--- config.mk ---
export PLATFORM = sky130hd
export DESIGN_NAME = lfu_cache_replacement_core
export DESIGN_NICKNAME = d
export VERILOG_FILES = /design/src/rtl/lfu_pkg.sv /design/src/rtl/lfu_cache_replacement_core.sv /design/src/rtl/lfu_ram.sv /design/src/rtl/lfu_scan.sv
export SDC_FILE = /design/constraint.sdc
export NUM_CORES = 2
export LEC_CHECK = 0
export ABC_AREA = 1
export BUFFER_PORTS_ARGS = -buffer_cell sky130_fd_sc_hd__buf_2
export CORE_MARGIN = 1.5
export CORE_UTILIZATION = 45
export DETAILED_ROUTE_END_ITERATION = 10
export PLACE_DENSITY = 0.66
export SYNTH_ARGS = -nofsm -noshare
export SYNTH_HDL_FRONTEND = slang
export SYNTH_SLANG_ARGS = --single-unit
--- constraint.sdc ---
create_clock -name i_clk -period 27.8 [get_ports i_clk]
set_input_delay 5.56 -clock i_clk [delete_from_list [all_inputs] [get_ports i_clk]]
set_output_delay 5.56 -clock i_clk [all_outputs]
set_load 0.1 [all_outputs]
--- src/rtl/lfu_pkg.sv ---
// shared constants, types and helper functions of the lfu cache replacement core
// no dependencies; imported by lfu_scan and lfu_cache_replacement_core

package lfu_pkg;

    localparam int CAPACITY = 16;
    localparam int IDX_W    = (CAPACITY > 1) ? $clog2(CAPACITY) : 1;
    localparam int CAP_W    = $clog2(CAPACITY + 1);
    localparam int CFG_W    = 5;
    localparam int DATA_W   = 32;

    localparam logic [CFG_W-1:0]  CFG_RESET = 5'd16;
    localparam logic [DATA_W-1:0] SAT_MAX   = 32'h7FFF_FFFF;
    localparam logic [DATA_W-1:0] NO_VALUE  = 32'hFFFF_FFFF;

    localparam logic OP_GET = 1'b0;
    localparam logic OP_PUT = 1'b1;

    typedef enum logic [1:0] {
        S_IDLE,
        S_SCAN,
        S_WRITE,
        S_DONE
    } t_state;

    // one slot as stored in the entry memory
    typedef struct packed {
        logic [DATA_W-1:0] key;
        logic [DATA_W-1:0] value;
        logic [DATA_W-1:0] count;
        logic [DATA_W-1:0] stamp;
    } t_entry;

    localparam int ENTRY_W = $bits(t_entry);

    typedef struct packed {
        logic             clear;
        logic             sample;
        logic [IDX_W-1:0] idx;
        logic             valid;
    } t_scan_ctl;

    typedef struct packed {
        logic              hit;
        logic [IDX_W-1:0]  hit_idx;
        logic [DATA_W-1:0] hit_value;
        logic [DATA_W-1:0] hit_count;
        logic              free;
        logic [IDX_W-1:0]  free_idx;
        logic [IDX_W-1:0]  victim_idx;
    } t_scan_res;

    function automatic logic [DATA_W-1:0] sat_inc(input logic [DATA_W-1:0] v);
        return (v >= SAT_MAX) ? SAT_MAX : v + 32'd1;
    endfunction

endpackage

--- src/rtl/lfu_cache_replacement_core.sv ---
// lfu key-value store: each request scans the active slots (slot limit, at most 16), reading one
// entry per cycle from the ram, then passes the write-back and done states into the result register
// with zero active slots the scan and write-back are skipped; one request is in flight at a time
// reset (synchronous, active low) clears all valid bits, the time counter and the handshakes,
// and sets the slot limit to 16; no clearing pass, the core takes requests right after reset
// depends on lfu_pkg, lfu_ram, lfu_scan

module lfu_cache_replacement_core (
    input  logic                      i_clk,
    input  logic                      i_rst_n,
    // slot limit register
    input  logic                      i_cfg_wr_en,
    input  logic [lfu_pkg::CFG_W-1:0] i_cfg_wr_data,
    // request stream
    input  logic                      s_axis_tvalid,
    output logic                      s_axis_tready,
    input  logic [63:0]               s_axis_tdata,   // [31:0] key, [63:32] value
    input  logic [0:0]                s_axis_tuser,   // [0] op (0 get, 1 put)
    // result stream
    output logic                      m_axis_tvalid,
    input  logic                      m_axis_tready,
    output logic [31:0]               m_axis_tdata,   // [31:0] read_value
    output logic [0:0]                m_axis_tuser    // [0] hit
);
    import lfu_pkg::*;

    // control state
    t_state            r_state;
    t_state            n_state;
    logic [CFG_W-1:0]  r_cfg;
    logic [DATA_W-1:0] r_time;
    logic [CAPACITY-1:0] r_valid;
    logic              r_rd_pend;
    logic              r_out_valid;

    // per-request payload
    logic              r_op;
    logic [DATA_W-1:0] r_key;
    logic [DATA_W-1:0] r_value;
    logic [CAP_W-1:0]  r_cap;
    logic [CAP_W-1:0]  r_rd_idx;
    logic [IDX_W-1:0]  r_rd_pidx;
    logic              r_res_hit;
    logic [DATA_W-1:0] r_res_val;
    logic              r_out_hit;
    logic [DATA_W-1:0] r_out_val;

    logic [CAP_W-1:0]  cap_sel;
    logic              in_xfer;
    logic              rd_issue;
    logic              out_free;
    t_scan_ctl         scan_ctl;
    t_scan_res         scan_res;
    t_entry            rd_entry;
    t_entry            wr_entry;
    logic [ENTRY_W-1:0] ram_rdata;
    logic              ram_we;
    logic [IDX_W-1:0]  wr_idx;

    // slot limit above the physical size acts as the physical size
    always_comb begin
        cap_sel = (32'(r_cfg) > 32'(CAPACITY)) ? CAP_W'(CAPACITY) : CAP_W'(r_cfg);
    end

    assign s_axis_tready = (r_state == S_IDLE);
    assign in_xfer       = s_axis_tvalid && s_axis_tready;
    assign out_free      = !r_out_valid || m_axis_tready;
    assign rd_entry      = t_entry'(ram_rdata);

    // scan reads one slot per cycle; the registered read data comes back in the next cycle
    always_comb begin
        rd_issue        = (r_state == S_SCAN) && (r_rd_idx < r_cap);
        scan_ctl.clear  = in_xfer;
        scan_ctl.sample = r_rd_pend;
        scan_ctl.idx    = r_rd_pidx;
        scan_ctl.valid  = r_valid[r_rd_pidx];
    end

    // write-back: refresh a hit; a put miss fills the first empty slot, else the victim
    always_comb begin
        if (scan_res.hit) begin
            wr_idx = scan_res.hit_idx;
        end else if (scan_res.free) begin
            wr_idx = scan_res.free_idx;
        end else begin
            wr_idx = scan_res.victim_idx;
        end
        wr_entry.key   = r_key;
        wr_entry.value = (scan_res.hit && (r_op == OP_GET)) ? scan_res.hit_value : r_value;
        wr_entry.count = scan_res.hit ? sat_inc(scan_res.hit_count) : 32'd1;
        wr_entry.stamp = r_time;
        ram_we = (r_state == S_WRITE) && (scan_res.hit || (r_op == OP_PUT));
    end

    // next state
    always_comb begin
        n_state = r_state;
        unique case (r_state)
            S_IDLE: begin
                if (in_xfer) begin
                    n_state = (cap_sel == '0) ? S_DONE : S_SCAN;
                end
            end
            S_SCAN: begin
                if (!rd_issue && !r_rd_pend) begin
                    n_state = S_WRITE;
                end
            end
            S_WRITE: begin
                n_state = S_DONE;
            end
            S_DONE: begin
                if (out_free) begin
                    n_state = S_IDLE;
                end
            end
            default: begin
                n_state = S_IDLE;
            end
        endcase
    end

    always_ff @(posedge i_clk) begin
        if (!i_rst_n) begin
            r_state     <= S_IDLE;
            r_cfg       <= CFG_RESET;
            r_time      <= '0;
            r_valid     <= '0;
            r_rd_pend   <= 1'b0;
            r_out_valid <= 1'b0;
        end else begin
            r_state   <= n_state;
            r_rd_pend <= rd_issue;
            if (i_cfg_wr_en) begin
                r_cfg <= i_cfg_wr_data;
            end
            // every request advances time, even with no slots in use
            if (in_xfer) begin
                r_time <= sat_inc(r_time);
            end
            if ((r_state == S_WRITE) && !scan_res.hit && (r_op == OP_PUT)) begin
                r_valid[wr_idx] <= 1'b1;
            end
            if ((r_state == S_DONE) && out_free) begin
                r_out_valid <= 1'b1;
            end else if (m_axis_tready) begin
                r_out_valid <= 1'b0;
            end
        end
    end

    always_ff @(posedge i_clk) begin
        if (in_xfer) begin
            r_op      <= s_axis_tuser[0];
            r_key     <= s_axis_tdata[31:0];
            r_value   <= s_axis_tdata[63:32];
            r_cap     <= cap_sel;
            r_rd_idx  <= '0;
            r_res_hit <= 1'b0;
            r_res_val <= NO_VALUE;
        end else if (rd_issue) begin
            r_rd_idx <= r_rd_idx + CAP_W'(1);
        end
        if (rd_issue) begin
            r_rd_pidx <= r_rd_idx[IDX_W-1:0];
        end
        if (r_state == S_WRITE) begin
            r_res_hit <= scan_res.hit;
            r_res_val <= (scan_res.hit && (r_op == OP_GET)) ? scan_res.hit_value : NO_VALUE;
        end
        if ((r_state == S_DONE) && out_free) begin
            r_out_hit <= r_res_hit;
            r_out_val <= r_res_val;
        end
    end

    // entry store; the write lands before the next request can read, so no forwarding
    lfu_ram #(
        .WIDTH (ENTRY_W),
        .DEPTH (CAPACITY)
    ) u_ram (
        .i_clk   (i_clk),
        .i_we    (ram_we),
        .i_waddr (wr_idx),
        .i_wdata (wr_entry),
        .i_re    (rd_issue),
        .i_raddr (r_rd_idx[IDX_W-1:0]),
        .o_rdata (ram_rdata)
    );

    lfu_scan u_scan (
        .i_clk   (i_clk),
        .i_rst_n (i_rst_n),
        .i_ctl   (scan_ctl),
        .i_entry (rd_entry),
        .i_key   (r_key),
        .o_res   (scan_res)
    );

    assign m_axis_tvalid   = r_out_valid;
    assign m_axis_tdata    = r_out_val;
    assign m_axis_tuser[0] = r_out_hit;

endmodule

--- src/rtl/lfu_ram.sv ---
// generic single-port-write, single-port-read ram with registered read data
// no dependencies; used for the slot entry store

module lfu_ram #(
    parameter int WIDTH = 8,
    parameter int DEPTH = 16
) (
    input  logic                                        i_clk,
    input  logic                                        i_we,
    input  logic [((DEPTH > 1) ? $clog2(DEPTH) : 1)-1:0] i_waddr,
    input  logic [WIDTH-1:0]                            i_wdata,
    input  logic                                        i_re,
    input  logic [((DEPTH > 1) ? $clog2(DEPTH) : 1)-1:0] i_raddr,
    output logic [WIDTH-1:0]                            o_rdata
);

    logic [WIDTH-1:0] r_mem [DEPTH];
    logic [WIDTH-1:0] r_rdata;

    always_ff @(posedge i_clk) begin
        if (i_we) begin
            r_mem[i_waddr] <= i_wdata;
        end
        if (i_re) begin
            r_rdata <= r_mem[i_raddr];
        end
    end

    assign o_rdata = r_rdata;

endmodule

--- src/rtl/lfu_scan.sv ---
// scan accumulator: key match, first empty slot and eviction victim over one pass
// depends on lfu_pkg

module lfu_scan (
    input  logic               i_clk,
    input  logic               i_rst_n,
    input  lfu_pkg::t_scan_ctl i_ctl,
    input  lfu_pkg::t_entry    i_entry,
    input  logic [31:0]        i_key,
    output lfu_pkg::t_scan_res o_res
);
    import lfu_pkg::*;

    logic              r_hit;
    logic [IDX_W-1:0]  r_hit_idx;
    logic [DATA_W-1:0] r_hit_value;
    logic [DATA_W-1:0] r_hit_count;
    logic              r_free;
    logic [IDX_W-1:0]  r_free_idx;
    logic              r_best_set;
    logic [IDX_W-1:0]  r_best_idx;
    logic [DATA_W-1:0] r_best_count;
    logic [DATA_W-1:0] r_best_stamp;

    logic match;
    logic take_free;
    logic better;

    always_comb begin
        match     = i_ctl.sample && i_ctl.valid && !r_hit && (i_entry.key == i_key);
        take_free = i_ctl.sample && !i_ctl.valid && !r_free;
        // strict compare keeps the lowest index on a full tie
        better    = i_ctl.sample && i_ctl.valid &&
                    (!r_best_set ||
                     (i_entry.count < r_best_count) ||
                     ((i_entry.count == r_best_count) && (i_entry.stamp < r_best_stamp)));
    end

    always_ff @(posedge i_clk) begin
        if (!i_rst_n) begin
            r_hit      <= 1'b0;
            r_free     <= 1'b0;
            r_best_set <= 1'b0;
        end else if (i_ctl.clear) begin
            r_hit      <= 1'b0;
            r_free     <= 1'b0;
            r_best_set <= 1'b0;
        end else begin
            if (match) begin
                r_hit <= 1'b1;
            end
            if (take_free) begin
                r_free <= 1'b1;
            end
            if (better) begin
                r_best_set <= 1'b1;
            end
        end
    end

    always_ff @(posedge i_clk) begin
        if (match) begin
            r_hit_idx   <= i_ctl.idx;
            r_hit_value <= i_entry.value;
            r_hit_count <= i_entry.count;
        end
        if (take_free) begin
            r_free_idx <= i_ctl.idx;
        end
        if (better) begin
            r_best_idx   <= i_ctl.idx;
            r_best_count <= i_entry.count;
            r_best_stamp <= i_entry.stamp;
        end
    end

    always_comb begin
        o_res.hit        = r_hit;
        o_res.hit_idx    = r_hit_idx;
        o_res.hit_value  = r_hit_value;
        o_res.hit_count  = r_hit_count;
        o_res.free       = r_free;
        o_res.free_idx   = r_free_idx;
        o_res.victim_idx = r_best_idx;
    end

endmodule

After elaboration in Yosys (flattened, before gate mapping):

Memory sizes are Yosys's and may differ from the RTL's. A register that Yosys moved wholly into a read port is not among the register bits.
Index checks and enable logic that the tools add are counted.

* memories kept: 1
* bits in writable memories: 2048
* output and inout port bits: 35
* register bits: 345

Memory list
* u_ram.r_mem: words 16, width 128, read ports 1, clocked after Yosys merged registers in 1, write ports 1, line lfu_ram.sv:17 `logic [WIDTH-1:0] r_mem [DEPTH];`

* bitwise gates (word level): 3
* add/subtract/negate cells: 3
* eq/ne operators: 8
* reductions and logical operators: 33
* $lt $le $gt $ge: 9
* mux-type cells: 25

Operators with widths (count)
* $mux W32: 7
* $add A32 B1 Y32 const B: 2
* $eq A32 B32 Y1: 2
* $ge A32 B31 Y1 const B: 2
* $lt A32 B32 Y1: 2
* $logic_and A1 B1 Y1: 16
* $or A16 B16 Y16: 1
* $lt A4 B5 Y1 const B: 2
* $mux W1: 8
* $mux W2: 4
* $mux W4: 2
* $pmux W2 S4: 1
* $logic_not A1 Y1: 7
* $add A5 B1 Y5 const B: 1
* $gt A5 B5 Y1 const B: 1
* $logic_not A5 Y1: 1
* $lt A5 B5 Y1: 1
* $mux W5: 1
* $bmux W1 S4: 1
* $demux W1 S4: 1
* $eq A2 B2 Y1 const B: 2
* $ge A4 B1 Y1 const B: 1
* $logic_or A1 B1 Y1: 4
* $ne A2 B1 Y1 const B: 2
* 7 further kinds: 9

Longest topological paths before layout:

* word-level depth: 7
* mapped depth: 14

By module:

A second synthesis with hierarchy kept.

* cells, all modules: 9350
* area, all modules: 104679.1 um^2

By module, submodules not included
* lfu_ram: sequential area each 65342.7 um^2, cells each 7750, area an instance 88538.7 um^2, times used 1
* lfu_cache_replacement_core: sequential area each 5445.2 um^2, cells each 1065, area an instance 9536.6 um^2, times used 1
* lfu_scan: sequential area each 4264.1 um^2, cells each 535, area an instance 6603.8 um^2, times used 1

Worst setup path after synthesis:

OpenSTA, ideal clock, no wires.

* kind: flip-flop to flip-flop
* from: register u_scan.r_hit
* to: memory u_ram.r_mem[3][0] (netlist name), enable pin
* path slack: 17.164 ns
* stages on the path, launching flop included: 7
* data required time: 27.028 ns
* setup time: 0.772 ns
* period minus slack after synthesis: 10.636 ns
* buffers on the path: 2
* data arrival time: 9.865 ns
* cell sequence: dfxtp_1 -> buf_2 -> inv_1 -> buf_2 -> o21ai_0 -> nand2_1 -> nor3_1

* word-level cells in the longest chain between the ends: 4

RTL lines
* start, declared: line lfu_scan.sv:14 `logic r_hit;`
* start signal, assigned: line lfu_scan.sv:41 `r_hit <= 1'b0;`
* start signal, assigned: line lfu_scan.sv:45 `r_hit <= 1'b0;`
* start signal, assigned: line lfu_scan.sv:50 `r_hit <= 1'b1;`
* $logic_or A1 B1 Y1: line lfu_cache_replacement_core.sv:92 `ram_we = (r_state == S_WRITE) && (scan_res.hit || (r_op == OP_PUT));`
* $logic_and A1 B1 Y1: line lfu_cache_replacement_core.sv:92
* $mux W1: line lfu_ram.sv:21 `if (i_we) begin`
* $mux W1 (implied by the code): line lfu_ram.sv:22 `r_mem[i_waddr] <= i_wdata;`
* end, declared: line lfu_ram.sv:17

Several ways; a longest one is shown, not always the timed one.

Final worst setup path:

* from: register r_state[0]
* to: output s_axis_tready

* word-level cells in the longest chain between the ends: 1

RTL lines
* start, declared: line lfu_cache_replacement_core.sv:28 `t_state r_state;`
* start signal, assigned: line lfu_cache_replacement_core.sv:132 `r_state <= n_state;`
* $logic_not A2 Y1: line lfu_cache_replacement_core.sv:65 `assign s_axis_tready = (r_state == S_IDLE);`
* end, declared: line lfu_cache_replacement_core.sv:16 `output logic s_axis_tready,`

No other way between the ends.

==> metrics.txt <==
status finished clean; commonest cells in the synthesized netlist edfxtp_1 (2,456), nor2_1 (1,263), o21ai_0 (581), nand2_1 (575), o32ai_1 (299); Slew @ Worst Pin 1.30 ns; sequential element share of the synthesized area roughly 76%; H-tree levels 4; top-area cell type share of the netlist area 74.7%; Pwr Total 9.34 mW; cell count after placement 9,656; most frequent cell after synthesis edfxtp_1; Top reg by flops u_ram.r_mem; Cell Count, Final, Fillers Out 10,100; First-pass DRT Iterations 8; Setup violations, final 0; CTS clk-pin slew, worst paths 0.06 ns; Pleak between 30 and 40 nW; Clock Tree Buf Depth 3; CTS sink cnt 2,521; R2R Setup Slk 23.14 ns; Overall Global Routing Usage 20.9%; First DRT Iteration DRCs slightly above 6,000; Sw Ratio 27.9%; worst clock skew 0.107 ns; Hold Buf Count CTS 0; drt total wl 238,000 µm; Async SR Flop Fraction 0%; Comb pwr share 15.8%; Vias/cell 5.76; Post-Syn Instances 6,988; Placer Congestion 0.866; worst-path fanout max 4; Fin. Hold Viols 0; Pwr Density 84.8 nW/µm²; Worst slew margin 13.2%; hpwl dp 113,000 µm; final worst path period need about 7.6 ns; Final Slew Violations 0; R2R cell count 7; TritonCTS Buffers 241; GR Overflow Total 0; clk_lat worst skew 0.91 ns; post_cts resized 0; post-CTS setup buffer count 0; syn nets 7,137; setup TNS 0 ns; Yosys reg bits 2,521; Die H between 400 and 500 µm; area of the core 218,000 µm²; worst hold endpoint u_scan.r_hit_value[3]$_DFFE_PP_; DIE AREA 222,000 µm²; Syn-to-layout area delta 11.5%; vias in the first global route ~57,000; P_sw 2.60 mW; register share of total power 49.7%; worst setup margin 20.23 ns; count of cell types in the netlist 45; Initial Utilization a little under half; I/O Pins 110; Top FF cell, synth edfxtp_1; PortBufs 109; clock root cell clkbuf_16; area leader, netlist edfxtp_1; Internal about 6.7 mW; CP Capture Type primary output; Mapped Area just under 100,000 µm²; antenna violations before repair 4; CP required about 22 ns; synth warn 0; DRC 0; WS Path Type flop to primary output; Syn Area/Cell ~14 µm²; WL/cell 23.5 µm; global-route wire length before repair roughly 350,000 µm; WP data arrival 2.01 ns; pre-CTS WS 20.19 ns; Hold Crit Class flop to flop; remaining antenna violation count 0; RSZ-0062 raised after global routing no; share of cells above drive strength 1 8.79%; hold_sp u_ram.o_rdata[67]$_DFFE_PP_; via count 58,300; flip-flop count of the largest register after layout 2,048; end of the worst register-to-register path u_ram.o_rdata[80]$_DFFE_PP_; TritonCTS clock tree yes; Max Cap Viol 0; worst r2r src r_rd_idx[0]$_SDFFE_PP0P_; Horiz. Die Dim 472 µm; Max Clk Rate 132 MHz; Worst Hold Path Cells 0; CP Launch Type flop; clock share of power 34.6%; worst IR drop on VDD 0.0855 mV; row cnt between 150 and 200; period utilisation layout 27.2%; pin count of the biggest net entering global routing 216; EDFF count, synth 2,456; top post-synthesis cells by area edfxtp_1 (75%), nor2_1 (4.8%), o21ai_0 (2.9%); Final #Nets 7,194
-- critical path, stage by stage (launching register included) --
cell	delay, ns
dfxtp_1	0.33
inv_1	0.10
ha_1	0.23
buf_2	0.45
-- cell usage in the layout (no fill, tap or decap), types with 111 or more instances in the layout --
master     Yosys  layout
mux2i_1      213     213
inv_1        238     233
edfxtp_1    2456    2456
o32ai_1      299     299
buf_4         53     111
nand3_1      259     259
nand2_1      575     573
nor2_1      1263    1261
clkbuf_16      0     242
o21ai_0      581     579
o221ai_1     213     213
-- final cells by class --
cell class | count | area (µm²)
antenna | 2 | 5.00
clock inverter | 153 | 1540
fill | 17800 | 108000
clock buffer | 302 | 6310
timing repair buffer | 235 | 1680
sequential | 2521 | 75100
multi-input combinational | 3802 | 21000
inverter | 244 | 947
tap | 2854 | 3570
-- logic make-up (layout without fill, tap and decap cells) --
| group | count (synthesis) | count (layout) | share of synthesized area [%] |
|---|---|---|---|
| mux | 213 | 213 | 2.16 |
| simple gates | 2200 | 2200 | 9.00 |
| other cells | 0 | 2 | 0 |
| flops | 2521 | 2521 | 76.0 |
| fa+ha+maj | 74 | 74 | 0.937 |
| buf+inv | 665 | 934 | 2.91 |
| compound gates | 1258 | 1258 | 8.50 |
| xor+xnor | 57 | 57 | 0.505 |
-- metal layers --
layer	track usage (%)	routed length (µm)
met2	34.8	115000
met3	2.63	15600
met4	6.56	6720
met1	28.7	101000
met5	0	0
-- metrics by stage --
| step | area (µm²) | hold slack [ns] | utilization [%] |
|---|---|---|---|
| after global placement | 102000 | 0.401 | 47.0 |
| after global routing | 110000 | 0.421 | 50.6 |
| final | 110000 | 0.414 | 50.6 |
| after detailed placement | 102000 | 0.405 | 47.0 |
| after floorplan | 98800 | 0.400 | - |
| after CTS | 110000 | 0.411 | 50.6 |
-- worst max-delay path by stage --
stage | from | endpoint | slack [ns] | depth (start not counted)
2_1_floorplan | u_scan.r_hit$_SDFFE_PP0P_ | u_ram.r_mem[3][0]$_DFFE_PP_ | 17.16 | 6
3_3_place_gp | s_axis_tvalid | r_value[11]$_DFFE_PP_ | 20.23 | 5
3_5_place_dp | s_axis_tvalid | r_value[11]$_DFFE_PP_ | 20.19 | 5
4_1_cts | r_state[0]$_SDFFE_PN0P_ | s_axis_tready | 20.18 | 3
5_1_grt | r_state[0]$_SDFFE_PN0P_ | s_axis_tready | 20.16 | 3
6_report | r_state[0]$_SDFFE_PN0P_ | s_axis_tready | 20.23 | 3
-- power by group through the flow --
stage                     registers (mW)  logic (mW)  clock network, mW
after global routing                4.65        1.62               3.42
after detailed placement            4.71        1.46                  0
after floorplan                     4.65        1.10                  0
final                               4.64        1.47               3.23
after CTS                           4.64        1.47               3.27
after global placement              4.71        1.43                  0
Power figures use the tool's default switching activity.
